### src/sv/assert_macros.svh
// Assertion macros used by the serial bit engine RTL.
// Each macro expects clk and rst_n to be visible where it is used.
`ifndef ASSERT_MACROS_SVH
`define ASSERT_MACROS_SVH

// Same-cycle implication, disabled while reset is asserted.
`define ASSERT_IMP(lbl, ante, cons, msg) \
    lbl: assert property (@(posedge clk) disable iff (!rst_n) (ante) |-> (cons)) \
        else $error(msg);

// Next-cycle implication, disabled while reset is asserted.
`define ASSERT_NEXT(lbl, ante, cons, msg) \
    lbl: assert property (@(posedge clk) disable iff (!rst_n) (ante) |=> (cons)) \
        else $error(msg);

`endif

### src/sv/tdube_pkg.sv
// Types and constants of the timer-driven serial bit engine.
// No dependencies; used by the core, the output buffer and the top level.
package tdube_pkg;

    localparam int unsigned PERIOD_W = 9;
    localparam int unsigned COUNT_W  = 4;

    localparam logic [PERIOD_W-1:0] BIT_PERIOD_RESET = 9'd96;
    localparam logic [COUNT_W-1:0]  DATA_BITS        = 4'd8;
    localparam logic [COUNT_W-1:0]  STOP_POS         = 4'd9;

    typedef enum logic [1:0] {
        CMD_TICK     = 2'd0,
        CMD_START_TX = 2'd1,
        CMD_START_RX = 2'd2,
        CMD_NONE     = 2'd3
    } cmd_t;

    typedef struct packed {
        logic       tx_line;
        logic [7:0] rx_byte;
        logic       rx_done;
        logic       tx_done;
        logic       running;
    } result_t;

endpackage

### src/sv/tdube_core.sv
// State and next-state logic of the serial bit engine: bit timer, frame counter,
// shift registers and done flags. Uses tdube_pkg.
module tdube_core
(
    input  logic                             clk,
    input  logic                             rst_n,
    input  logic                             cfg_we,
    input  logic [tdube_pkg::PERIOD_W-1:0]   cfg_data,
    input  logic                             accept,
    input  logic [1:0]                       cmd,
    input  logic [7:0]                       tx_byte,
    input  logic                             rx_line,
    output tdube_pkg::result_t               result_next,
    output tdube_pkg::result_t               result_now
);

    logic [tdube_pkg::PERIOD_W-1:0] bit_period_reg;
    logic                           tx_mode_reg, tx_mode_next;
    logic [tdube_pkg::COUNT_W-1:0]  bit_count_reg, bit_count_next;
    logic [tdube_pkg::PERIOD_W-1:0] tick_left_reg, tick_left_next;
    logic                           timer_on_reg, timer_on_next;
    logic [7:0]                     tx_shift_reg, tx_shift_next;
    logic [7:0]                     rx_shift_reg, rx_shift_next;
    logic                           line_out_reg, line_out_next;
    logic                           rx_end_reg, rx_end_next;
    logic                           tx_end_reg, tx_end_next;
    logic [tdube_pkg::COUNT_W-1:0]  count_inc;

    assign count_inc = bit_count_reg + 1'b1;

    always_comb
    begin
        tx_mode_next   = tx_mode_reg;
        bit_count_next = bit_count_reg;
        tick_left_next = tick_left_reg;
        timer_on_next  = timer_on_reg;
        tx_shift_next  = tx_shift_reg;
        rx_shift_next  = rx_shift_reg;
        line_out_next  = line_out_reg;
        rx_end_next    = rx_end_reg;
        tx_end_next    = tx_end_reg;
        unique case (tdube_pkg::cmd_t'(cmd))
            tdube_pkg::CMD_TICK:
            begin
                if (timer_on_reg)
                begin
                    if (tick_left_reg <= tdube_pkg::PERIOD_W'(1))
                    begin
                        // Timer expired: reload and move one serial bit.
                        tick_left_next = bit_period_reg;
                        if (tx_mode_reg)
                        begin
                            bit_count_next = count_inc;
                            if (count_inc <= tdube_pkg::DATA_BITS)
                            begin
                                line_out_next = tx_shift_reg[0];
                                tx_shift_next = {1'b0, tx_shift_reg[7:1]};
                            end
                            else if (count_inc == tdube_pkg::STOP_POS)
                            begin
                                line_out_next = 1'b1;
                            end
                            else
                            begin
                                bit_count_next = '0;
                                timer_on_next  = 1'b0;
                                tx_end_next    = 1'b1;
                            end
                        end
                        else
                        begin
                            if (bit_count_reg == '0)
                            begin
                                // Start bit check; a high line is a false start.
                                if (!rx_line)
                                begin
                                    rx_shift_next  = '0;
                                    bit_count_next = tdube_pkg::COUNT_W'(1);
                                end
                                else
                                begin
                                    timer_on_next = 1'b0;
                                end
                            end
                            else if (bit_count_reg <= tdube_pkg::DATA_BITS)
                            begin
                                rx_shift_next  = {rx_line, rx_shift_reg[7:1]};
                                bit_count_next = count_inc;
                            end
                            else
                            begin
                                bit_count_next = '0;
                                timer_on_next  = 1'b0;
                                if (rx_line)
                                begin
                                    rx_end_next = 1'b1;
                                end
                            end
                        end
                    end
                    else
                    begin
                        tick_left_next = tick_left_reg - 1'b1;
                    end
                end
            end
            tdube_pkg::CMD_START_TX:
            begin
                tx_shift_next  = tx_byte;
                tick_left_next = bit_period_reg;
                timer_on_next  = 1'b1;
                line_out_next  = 1'b0;
                tx_end_next    = 1'b0;
                tx_mode_next   = 1'b1;
            end
            tdube_pkg::CMD_START_RX:
            begin
                tick_left_next = bit_period_reg >> 1;
                timer_on_next  = 1'b1;
                rx_end_next    = 1'b0;
                tx_mode_next   = 1'b0;
            end
            default:
            begin
            end
        endcase
    end

    always_ff @(posedge clk or negedge rst_n)
    begin
        if (!rst_n)
        begin
            bit_period_reg <= tdube_pkg::BIT_PERIOD_RESET;
            tx_mode_reg    <= 1'b0;
            bit_count_reg  <= '0;
            tick_left_reg  <= '0;
            timer_on_reg   <= 1'b0;
            tx_shift_reg   <= '0;
            rx_shift_reg   <= '0;
            line_out_reg   <= 1'b1;
            rx_end_reg     <= 1'b0;
            tx_end_reg     <= 1'b0;
        end
        else
        begin
            if (cfg_we)
            begin
                bit_period_reg <= cfg_data;
            end
            if (accept)
            begin
                tx_mode_reg   <= tx_mode_next;
                bit_count_reg <= bit_count_next;
                tick_left_reg <= tick_left_next;
                timer_on_reg  <= timer_on_next;
                tx_shift_reg  <= tx_shift_next;
                rx_shift_reg  <= rx_shift_next;
                line_out_reg  <= line_out_next;
                rx_end_reg    <= rx_end_next;
                tx_end_reg    <= tx_end_next;
            end
        end
    end

    assign result_next.tx_line = line_out_next;
    assign result_next.rx_byte = rx_shift_next;
    assign result_next.rx_done = rx_end_next;
    assign result_next.tx_done = tx_end_next;
    assign result_next.running = timer_on_next;

    assign result_now.tx_line = line_out_reg;
    assign result_now.rx_byte = rx_shift_reg;
    assign result_now.rx_done = rx_end_reg;
    assign result_now.tx_done = tx_end_reg;
    assign result_now.running = timer_on_reg;

endmodule

### src/sv/tdube_outbuf.sv
// Output register with a skid stage for the serial bit engine results.
// Uses tdube_pkg for the result word type.
module tdube_outbuf
(
    input  logic               clk,
    input  logic               rst_n,
    input  logic               push,
    input  tdube_pkg::result_t push_data,
    output logic               full,
    output logic               out_valid,
    input  logic               out_stall,
    output tdube_pkg::result_t out_data
);

    logic               out_valid_reg;
    logic               skid_valid_reg;
    tdube_pkg::result_t out_data_reg;
    tdube_pkg::result_t skid_data_reg;
    logic               drain;

    // The output register frees up when it is empty or its word is taken.
    assign drain = !out_valid_reg || !out_stall;

    always_ff @(posedge clk or negedge rst_n)
    begin
        if (!rst_n)
        begin
            out_valid_reg  <= 1'b0;
            skid_valid_reg <= 1'b0;
        end
        else if (drain)
        begin
            if (skid_valid_reg)
            begin
                out_valid_reg  <= 1'b1;
                skid_valid_reg <= 1'b0;
            end
            else
            begin
                out_valid_reg <= push;
            end
        end
        else if (push)
        begin
            skid_valid_reg <= 1'b1;
        end
    end

    always_ff @(posedge clk)
    begin
        if (drain)
        begin
            if (skid_valid_reg)
            begin
                out_data_reg <= skid_data_reg;
            end
            else if (push)
            begin
                out_data_reg <= push_data;
            end
        end
        else if (push)
        begin
            skid_data_reg <= push_data;
        end
    end

    assign full      = skid_valid_reg;
    assign out_valid = out_valid_reg;
    assign out_data  = out_data_reg;

endmodule

### src/sv/timer_driven_uart_bit_engine.sv
// Timer-driven 8N1 serial bit engine, top level; uses tdube_pkg, tdube_core,
// tdube_outbuf and assert_macros.svh. Each accepted word's result is registered
// into the output register, or into the skid stage while the output is stalled.
// Throughput: one word per cycle while in_stall is low; the skid stage lets one
// more word in while the output is stalled. Reset: asynchronous, active low; clears
// core state and valid flags, the core line idles high, bit_period returns to 96.
`include "assert_macros.svh"

module timer_driven_uart_bit_engine
(
    input  logic                           clk,
    input  logic                           rst_n,
    input  logic                           cfg_valid,
    output logic                           cfg_ready,
    input  logic [tdube_pkg::PERIOD_W-1:0] cfg_data,
    input  logic                           in_valid,
    output logic                           in_stall,
    input  logic [1:0]                     cmd,
    input  logic [7:0]                     tx_byte,
    input  logic                           rx_line,
    output logic                           out_valid,
    input  logic                           out_stall,
    output logic                           tx_line,
    output logic [7:0]                     rx_byte,
    output logic                           rx_done,
    output logic                           tx_done,
    output logic                           running
);

    logic               accept;
    logic               buf_full;
    logic               start_tx_acc;
    logic               tx_armed;
    tdube_pkg::result_t result_next;
    tdube_pkg::result_t result_now;
    tdube_pkg::result_t out_data;

    assign cfg_ready = 1'b1;
    assign in_stall  = buf_full;
    assign accept    = in_valid && !buf_full;

    tdube_core u_core
    (
        .clk         (clk),
        .rst_n       (rst_n),
        .cfg_we      (cfg_valid),
        .cfg_data    (cfg_data),
        .accept      (accept),
        .cmd         (cmd),
        .tx_byte     (tx_byte),
        .rx_line     (rx_line),
        .result_next (result_next),
        .result_now  (result_now)
    );

    tdube_outbuf u_outbuf
    (
        .clk       (clk),
        .rst_n     (rst_n),
        .push      (accept),
        .push_data (result_next),
        .full      (buf_full),
        .out_valid (out_valid),
        .out_stall (out_stall),
        .out_data  (out_data)
    );

    assign tx_line = out_data.tx_line;
    assign rx_byte = out_data.rx_byte;
    assign rx_done = out_data.rx_done;
    assign tx_done = out_data.tx_done;
    assign running = out_data.running;

    assign start_tx_acc = accept && (cmd == tdube_pkg::CMD_START_TX);
    assign tx_armed     = result_now.running && !result_now.tx_line && !result_now.tx_done;

    // The skid stage only fills behind a held output word.
    `ASSERT_IMP(a_stall_needs_output, in_stall, out_valid, "input stalled with empty output")
    // After an accepted word the output always holds a valid word on the next cycle.
    `ASSERT_NEXT(a_accept_gives_word, accept, out_valid, "accepted word produced no result")
    // Start transmit drives the start bit and arms the timer.
    `ASSERT_NEXT(a_start_tx_state, start_tx_acc, tx_armed, "start transmit not armed")

endmodule

### config.mk
export PLATFORM = sky130hd
export DESIGN_NAME = timer_driven_uart_bit_engine
export DESIGN_NICKNAME = d
export VERILOG_FILES = /design/src/sv/tdube_pkg.sv /design/src/sv/tdube_core.sv /design/src/sv/tdube_outbuf.sv /design/src/sv/timer_driven_uart_bit_engine.sv
export VERILOG_INCLUDE_DIRS = /design/src /design/src/sv
export SDC_FILE = /design/constraint.sdc
export NUM_CORES = 1
export LEC_CHECK = 0
export ABC_AREA = 1
export BUFFER_PORTS_ARGS = -buffer_cell sky130_fd_sc_hd__buf_4
export CAP_MARGIN = 15
export CORE_MARGIN = 5
export CORE_UTILIZATION = 35
export CTS_BUF_LIST = sky130_fd_sc_hd__clkbuf_4
export CTS_CLUSTER_DIAMETER = 200
export DETAILED_ROUTE_END_ITERATION = 8
export MAX_ROUTING_LAYER = met4
export PLACE_DENSITY = 0.59
export SYNTH_ARGS = -nofsm -noshare
export SYNTH_HDL_FRONTEND = slang
export SYNTH_HIERARCHICAL = 1
export SYNTH_SLANG_ARGS = --single-unit
export TNS_END_PERCENT = 50
### constraint.sdc
create_clock -name clk -period 2.55 [get_ports clk]
set_input_delay 0.1275 -clock clk [delete_from_list [all_inputs] [get_ports clk]]
set_output_delay 0.1275 -clock clk [all_outputs]
set_load 0.02 [all_outputs]
==> impl_summary.log, run 1 <==
INFO  metric std_cell_rows = 38
INFO  metric antenna_left = 0
INFO  metric cp.buffers_inverters = 2
INFO  metric timing.fmax = 475 MHz
INFO  metric finalNetCount = 580
INFO  metric met1_length = 4140 um
INFO  metric clock-skew-final = 0.0193 ns
INFO  metric period_minus_slack = 2.11 ns
INFO  metric yosys_warning_count = 6
INFO  metric post_cts.repair.setup_buffers = 0
INFO  metric vias_per_cell = 4.76
INFO  metric io_buffers = 38
INFO  metric reg2reg_depth = 10
INFO  metric worst_pin_slew = 0.598 ns
INFO  metric diodes = 0
INFO  metric dp_hpwl = 6170 um
INFO  metric worst_setup_hold_path_clk_slew = 0.12 ns
INFO  metric die_area = 13300 um2
INFO  metric power.ir.vdd_worst = 0.278 mV
INFO  metric setup.worst_path.end_class = flop
INFO  metric cap_viol_max_count = 0
INFO  metric clock_tree_from_tritoncts = yes
INFO  metric syn_nets = 524
INFO  metric first_global_vias = 3222
INFO  metric timing_max_transition_violations_final = 0
INFO  metric areaGrowthSynthToFinish = 19.1%
INFO  metric chipHeight = 115 um
INFO  metric critical_path.startpoint = u_core/bit_count_reg[0]
INFO  metric result_of_the_run = complete, no violations
INFO  metric die_w = 115 um
INFO  metric cpLargestDelayFamily = simple AND/OR/NAND/NOR gates
INFO  metric setup.worst_path.start_class = flop
INFO  metric leakage = 0.00223 uW
INFO  metric grt_setup_unrepaired = false
INFO  metric drtPass1Iterations = 5
INFO  metric worst_slack_setup_final = 0.444 ns
INFO  metric dr.max_layer_used = met4
INFO  metric detailedPlace.worstSlack = 0.454 ns
INFO  metric initial_core_utilization = 35.8%
INFO  metric clk-insertion-delay-late = 0.43 ns
INFO  metric grt_start_max_net_pins = 46
INFO  metric timing.critical_path.mode_cell = sky130_fd_sc_hd__nand2_1
INFO  metric clock_sinks = 69
INFO  metric routed-wl-met2 = 3960 um
INFO  metric final.period_utilization = 82.6%
INFO  metric min-delay-path-class = in -> reg
INFO  metric pin_count = 40
INFO  metric mappedNetlistArea = 3880 um2
INFO  metric crit_cells = 10
INFO  metric wl = 8570 um
INFO  metric cts_made_buffers = 9
INFO  metric fin_total_pwr = 3230 uW
INFO  metric deepest_level_of_the_cts_h_tree = 3
INFO  metric totalNegativeSetupSlack = 0 ns
INFO  metric crit_path_max_fanout = 6
INFO  metric worstSetupEndpoint = u_outbuf/out_data[3]
INFO  metric required_time_at_the_worst_slack_endpoint = 2.75 ns
INFO  metric global_route.overflow_total = 0
INFO  metric grt_pass1_wl = 15000 um
INFO  metric met3WireLength = 414 um
INFO  metric critical_path_arrival = 2.30 ns
INFO  metric vias = 3287
INFO  metric total_of_fill_cells_in_the_finished_design = 1093
INFO  metric maxSlewHeadroom = 60.1%
INFO  metric cts.path.max_buffers = 2
INFO  metric drc = 0
INFO  metric gr-usage-all-layers = 14.3%
INFO  metric layout-drive-gt1-share = 14.7%
INFO  metric final-setup-viol-count = 0
INFO  metric final-hold-violation-count = 0
INFO  metric slowest_delay = 0.46 ns
INFO  metric synthesis.instances = 490
INFO  metric setup.reg_to_reg.worst_slack = 0.44 ns
INFO  metric worst_path_max_delay_cell = sky130_fd_sc_hd__dfrtp_1
INFO  metric drt_iter0_markers = 182
INFO  metric worstSetupPathType = reg -> reg
INFO  metric gpl.final_weighted_congestion = 0.813
INFO  metric detail_route.wl_per_cell = 12.4 um
INFO  metric reg2reg_from = u_core/bit_count_reg[0]
INFO  metric post_cts_resized = 0
INFO  metric cts_root_buffer = sky130_fd_sc_hd__clkbuf_4
INFO  metric finalHoldWorstSlack = 0.0194 ns
INFO  metric worstPathCellList = inv_1 > ha_1 > nand2_1 > nand2_1 > nand2_1 > inv_1 > nand3_1 > and3_1 > nand2_1 > nand2_1
INFO  metric synth.avg_cell_area = 7.92 um2
INFO  metric critical_path.reg2reg.endpoint = u_outbuf/out_data[3]
INFO  metric powerDensity = 699 nW/um2
INFO  metric core-area = 10800 um2
INFO  metric cts-hold-fix-buffers = 21
INFO  metric grt_antenna_before_repair = 0
[stage by stage]
stage,cell area [um2],instances,util [%]
2_1_floorplan,3880,490,-
3_3_place_gp,4270,654,39.4
3_5_place_dp,4270,654,39.4
4_1_cts,4620,691,42.6
5_1_grt,4620,691,42.6
6_report,4620,691,42.6
[layout make-up]
| class | instances | area, um2 | area share [%] |
|---|---|---|---|
| clock buffers | 10 | 75.1 | 1.62 |
| flip-flops and latches | 69 | 1850 | 40.0 |
| clock inverters | 6 | 63.8 | 1.38 |
| multi-input cells | 346 | 1710 | 37.1 |
| repair buffers | 64 | 533 | 11.5 |
| well taps | 140 | 175 | 3.79 |
| inverters | 56 | 210 | 4.55 |
[where the power goes]
| part | internal, uW | switching [uW] | leakage [uW] | total, uW |
|---|---|---|---|---|
| clock | 308 | 410 | 0.0000740 | 718 |
| sequential | 1370 | 142 | 0.000797 | 1510 |
| combinational | 391 | 608 | 0.00136 | 999 |
[how the worst min path moves through the flow]
stage	to	cells after the start	from
finish	u_core/bit_period_reg[1]	2	cfg_valid
global route	u_core/bit_period_reg[1]	2	cfg_valid
CTS	u_core/bit_period_reg[1]	2	cfg_valid
detailed placement	u_core/bit_count_reg[3]	1	rst_n
global placement	u_core/bit_count_reg[3]	1	rst_n
floorplan	u_core/bit_count_reg[0]	0	rst_n
[metal layers]
layer,vias up,global-route usage (%)
met3,8,3.11
met5,-,-
met1,1504,18.8
li1,1697,-
met4,0,4.23
met2,78,22.3
[placed cells by master, fill, tap and decap left out, drive strengths merged]
cell / count
edfxtp: 24
o2111ai: 1
dlygate4sd3: 21
and3: 2
a22oi: 1
conb: 1
bufinv: 1
inv: 55
nand4: 8
mux2: 1
dfrtp: 42
buf: 43
a211oi: 1
clkinvlp: 1
xor2: 3
o21bai: 1
dfstp: 3
or2: 1
ha: 9
nor2: 25
clkbuf: 10
o211ai: 3
nand2: 184
clkinv: 5
a21boi: 2
o21ai: 36
o22ai: 14
a31oi: 2
and2: 5
a21oi: 13
nand3b: 1
nand3: 32
No activity file was read; power rests on OpenSTA's default activity.
==> run 2, diff against run 1 <==
==> constraint.sdc (replaced) <==
create_clock -name clk -period 1.98 [get_ports clk]
set_input_delay 0.099 -clock clk [delete_from_list [all_inputs] [get_ports clk]]
set_output_delay 0.099 -clock clk [all_outputs]
set_load 0.02 [all_outputs]
==> run 2 against run 1 <==
Compared with the run above: fmax up 15%; utilization increased by 3.0 points; via count is 4.7% higher; worst hold slack improved by 0.015 ns; largest cell class unchanged.
==> impl_summary.log, run 2 (same netlist as run 1, synthesis figures left out) <==
INFO  metric cp.buffers_inverters = 2
INFO  metric drt_iter0_markers = 166
INFO  metric cts_root_buffer = sky130_fd_sc_hd__clkbuf_4
INFO  metric finish.utilization = 45.6%
INFO  metric worst_setup_hold_path_clk_slew = 0.14 ns
INFO  metric setup.worst_path.start_class = flop
INFO  metric die_area = 13300 um2
INFO  metric clkPwrFrac = 24.8%
INFO  metric worstSetupPathType = reg -> reg
INFO  metric grt_start_max_net_pins = 46
INFO  metric std_cell_rows = 38
INFO  metric io_buffers = 38
INFO  metric leakage = 0.00235 uW
INFO  metric cpLargestDelayFamily = simple AND/OR/NAND/NOR gates
INFO  metric areaGrowthSynthToFinish = 27.5%
INFO  metric min-delay-path-class = in -> reg
INFO  metric leading_cell_type_in_the_layout_fill_and_taps_excluded = sky130_fd_sc_hd__nand2_1
INFO  metric vias = 3442
INFO  metric period_minus_slack = 1.84 ns
INFO  metric crit_path_max_fanout = 4
INFO  metric final.period_utilization = 92.7%
INFO  metric chipHeight = 115 um
INFO  metric power.net_switching = 1630 uW
INFO  metric drc = 0
INFO  metric clock_sinks = 69
INFO  metric grt_antenna_before_repair = 0
INFO  metric antenna_left = 0
INFO  metric final-setup-viol-count = 0
INFO  metric fin_total_pwr = 4510 uW
INFO  metric global_route.overflow_total = 0
INFO  metric detail_route.wl_per_cell = 12.8 um
INFO  metric seq_power_share = 43.0%
INFO  metric core-area = 10800 um2
INFO  metric total_of_fill_cells_in_the_finished_design = 1109
INFO  metric layout.cells.most_common_list = sky130_fd_sc_hd__nand2_1, sky130_fd_sc_hd__buf_4, sky130_fd_sc_hd__inv_1
INFO  metric slowest_delay = 0.45 ns
INFO  metric required_time_at_the_worst_slack_endpoint = 2.18 ns
INFO  metric clock_tree_from_tritoncts = yes
INFO  metric maxSlewHeadroom = 59.2%
INFO  metric initial_core_utilization = 35.8%
INFO  metric timing_max_transition_violations_final = 0
INFO  metric dp_hpwl = 6350 um
INFO  metric clk-insertion-delay-late = 0.42 ns
INFO  metric result_of_the_run = complete, no violations
INFO  metric wl = 9190 um
INFO  metric clock-skew-final = 0.0275 ns
INFO  metric worst_pin_slew = 0.612 ns
INFO  metric powerDensity = 912 nW/um2
INFO  metric power.internal = 2890 uW
INFO  metric first_global_vias = 3523
INFO  metric worst_path_max_delay_cell = sky130_fd_sc_hd__dfrtp_2
INFO  metric timing.fmax = 545 MHz
INFO  metric totalNegativeSetupSlack = 0 ns
INFO  metric worstPathCellList = inv_1 > ha_2 > nand3_2 > buf_4 > o22ai_1 > nand2_1 > and2_1 > nand2_1 > nand2_1
INFO  metric cap_viol_max_count = 0
INFO  metric timing.critical_path.mode_cell = sky130_fd_sc_hd__nand2_1
INFO  metric deepest_level_of_the_cts_h_tree = 3
INFO  metric layout-drive-gt1-share = 18.6%
INFO  metric critical_path_arrival = 2.04 ns
INFO  metric final-hold-violation-count = 0
INFO  metric setup.worst_path.end_class = flop
INFO  metric switching_power_share_of_the_total = 36.0%
INFO  metric cts_made_buffers = 9
INFO  metric grt_pass1_wl = 16200 um
INFO  metric vias_per_cell = 4.81
INFO  metric cts.path.max_buffers = 2
INFO  metric pin_count = 40
INFO  metric die_w = 115 um
INFO  metric power.ir.vdd_worst = 0.392 mV
INFO  metric gpl.final_weighted_congestion = 0.832
INFO  metric gr-usage-all-layers = 15.5%
INFO  metric finalNetCount = 605
INFO  metric drtPass1Iterations = 5
INFO  metric combPwrFrac = 32.2%
INFO  metric diodes = 0
[run 2: cell count changes in the layout (fill, tap and decap cells not counted), moves of 2 or more]
cell                            delta
sky130_fd_sc_hd__dfrtp_1           -2
sky130_fd_sc_hd__inv_1             -2
sky130_fd_sc_hd__inv_6             +2
sky130_fd_sc_hd__nor2_1            -2
sky130_fd_sc_hd__dfrtp_2           +2
sky130_fd_sc_hd__nand3_4           +2
sky130_fd_sc_hd__nand3_1           -3
sky130_fd_sc_hd__buf_4            +12
sky130_fd_sc_hd__dlygate4sd3_1    +13
sky130_fd_sc_hd__nand2_1           -2
sky130_fd_sc_hd__nor2_4            +2
sky130_fd_sc_hd__inv_2             +2
[run 2: worst min-delay path: cells and delay by family]
family                 cells  cell delay, ns
and+or+nand+nor            4            0.26
buffers and inverters      1            0.08
[run 2: worst paths after layout]
check / start / end / slack (ns) / cells past startpoint
worst min register to register: u_core/line_out_reg / u_core/line_out_reg / 0.49 / 2
max in group asynchronous: rst_n / u_core/bit_count_reg[0] / 1.31 / 2
worst min-delay path: tx_byte[4] / u_core/tx_shift_reg[4] / 0.03 / 5
min in group asynchronous: rst_n / u_core/rx_shift_reg[2] / 0.21 / 2
worst max register to register: u_core/bit_count_reg[0] / u_outbuf/out_data[5] / 0.14 / 9
worst max-delay path: u_core/bit_count_reg[0] / u_outbuf/out_data[5] / 0.14 / 9
[run 2: cell type report]
cell class | instances | area [um2] | share of cell area [%]
Tap cell | 140 | 175 | 3.54
Clock inverter | 7 | 105 | 2.12
Multi-Input combinational cell | 346 | 1780 | 36.0
Timing Repair Buffer | 89 | 753 | 15.2
Sequential cell | 69 | 1850 | 37.5
Inverter | 56 | 210 | 4.25
Clock buffer | 9 | 67.6 | 1.37
[run 2: timing repair]
| action | 4_1_cts | 5_1_grt |
|---|---|---|
| hold buffers | 34 | 0 |
| endpoints found under the hold margin | 60 | 0 |
| setup buffers | 0 | 3 |
| resized for setup | 0 | 20 |
| setup endpoints to repair | 0 | 16 |
[run 2: layer usage]
metal | part of all wire (%) | track usage [%]
met5 | 0 | -
met1 | 47 | 19.5
met2 | 49 | 25.3
met4 | 1.1 | 4.38
met3 | 3.4 | 3.05
[run 2: power by group through the flow]
stage	Clock (uW)	Sequential, uW	Combinational, uW
2_1_floorplan	0	1980	898
3_3_place_gp	0	1960	1260
3_5_place_dp	0	1970	1280
4_1_cts	1150	1940	1350
5_1_grt	1210	1980	1640
6_report	1120	1940	1450
[run 2: through the flow]
stage	worst slack (ns)	hold WS, ns	area (um2)	std cells
final	0.144	0.0344	4950	716
after CTS	0.0738	0.00813	4850	713
after floorplan	0.204	-0.197	3880	490
after detailed placement	0.0844	0.163	4340	663
after global routing	-0.0221	0.0367	4950	716
after global placement	0.128	0.162	4340	663
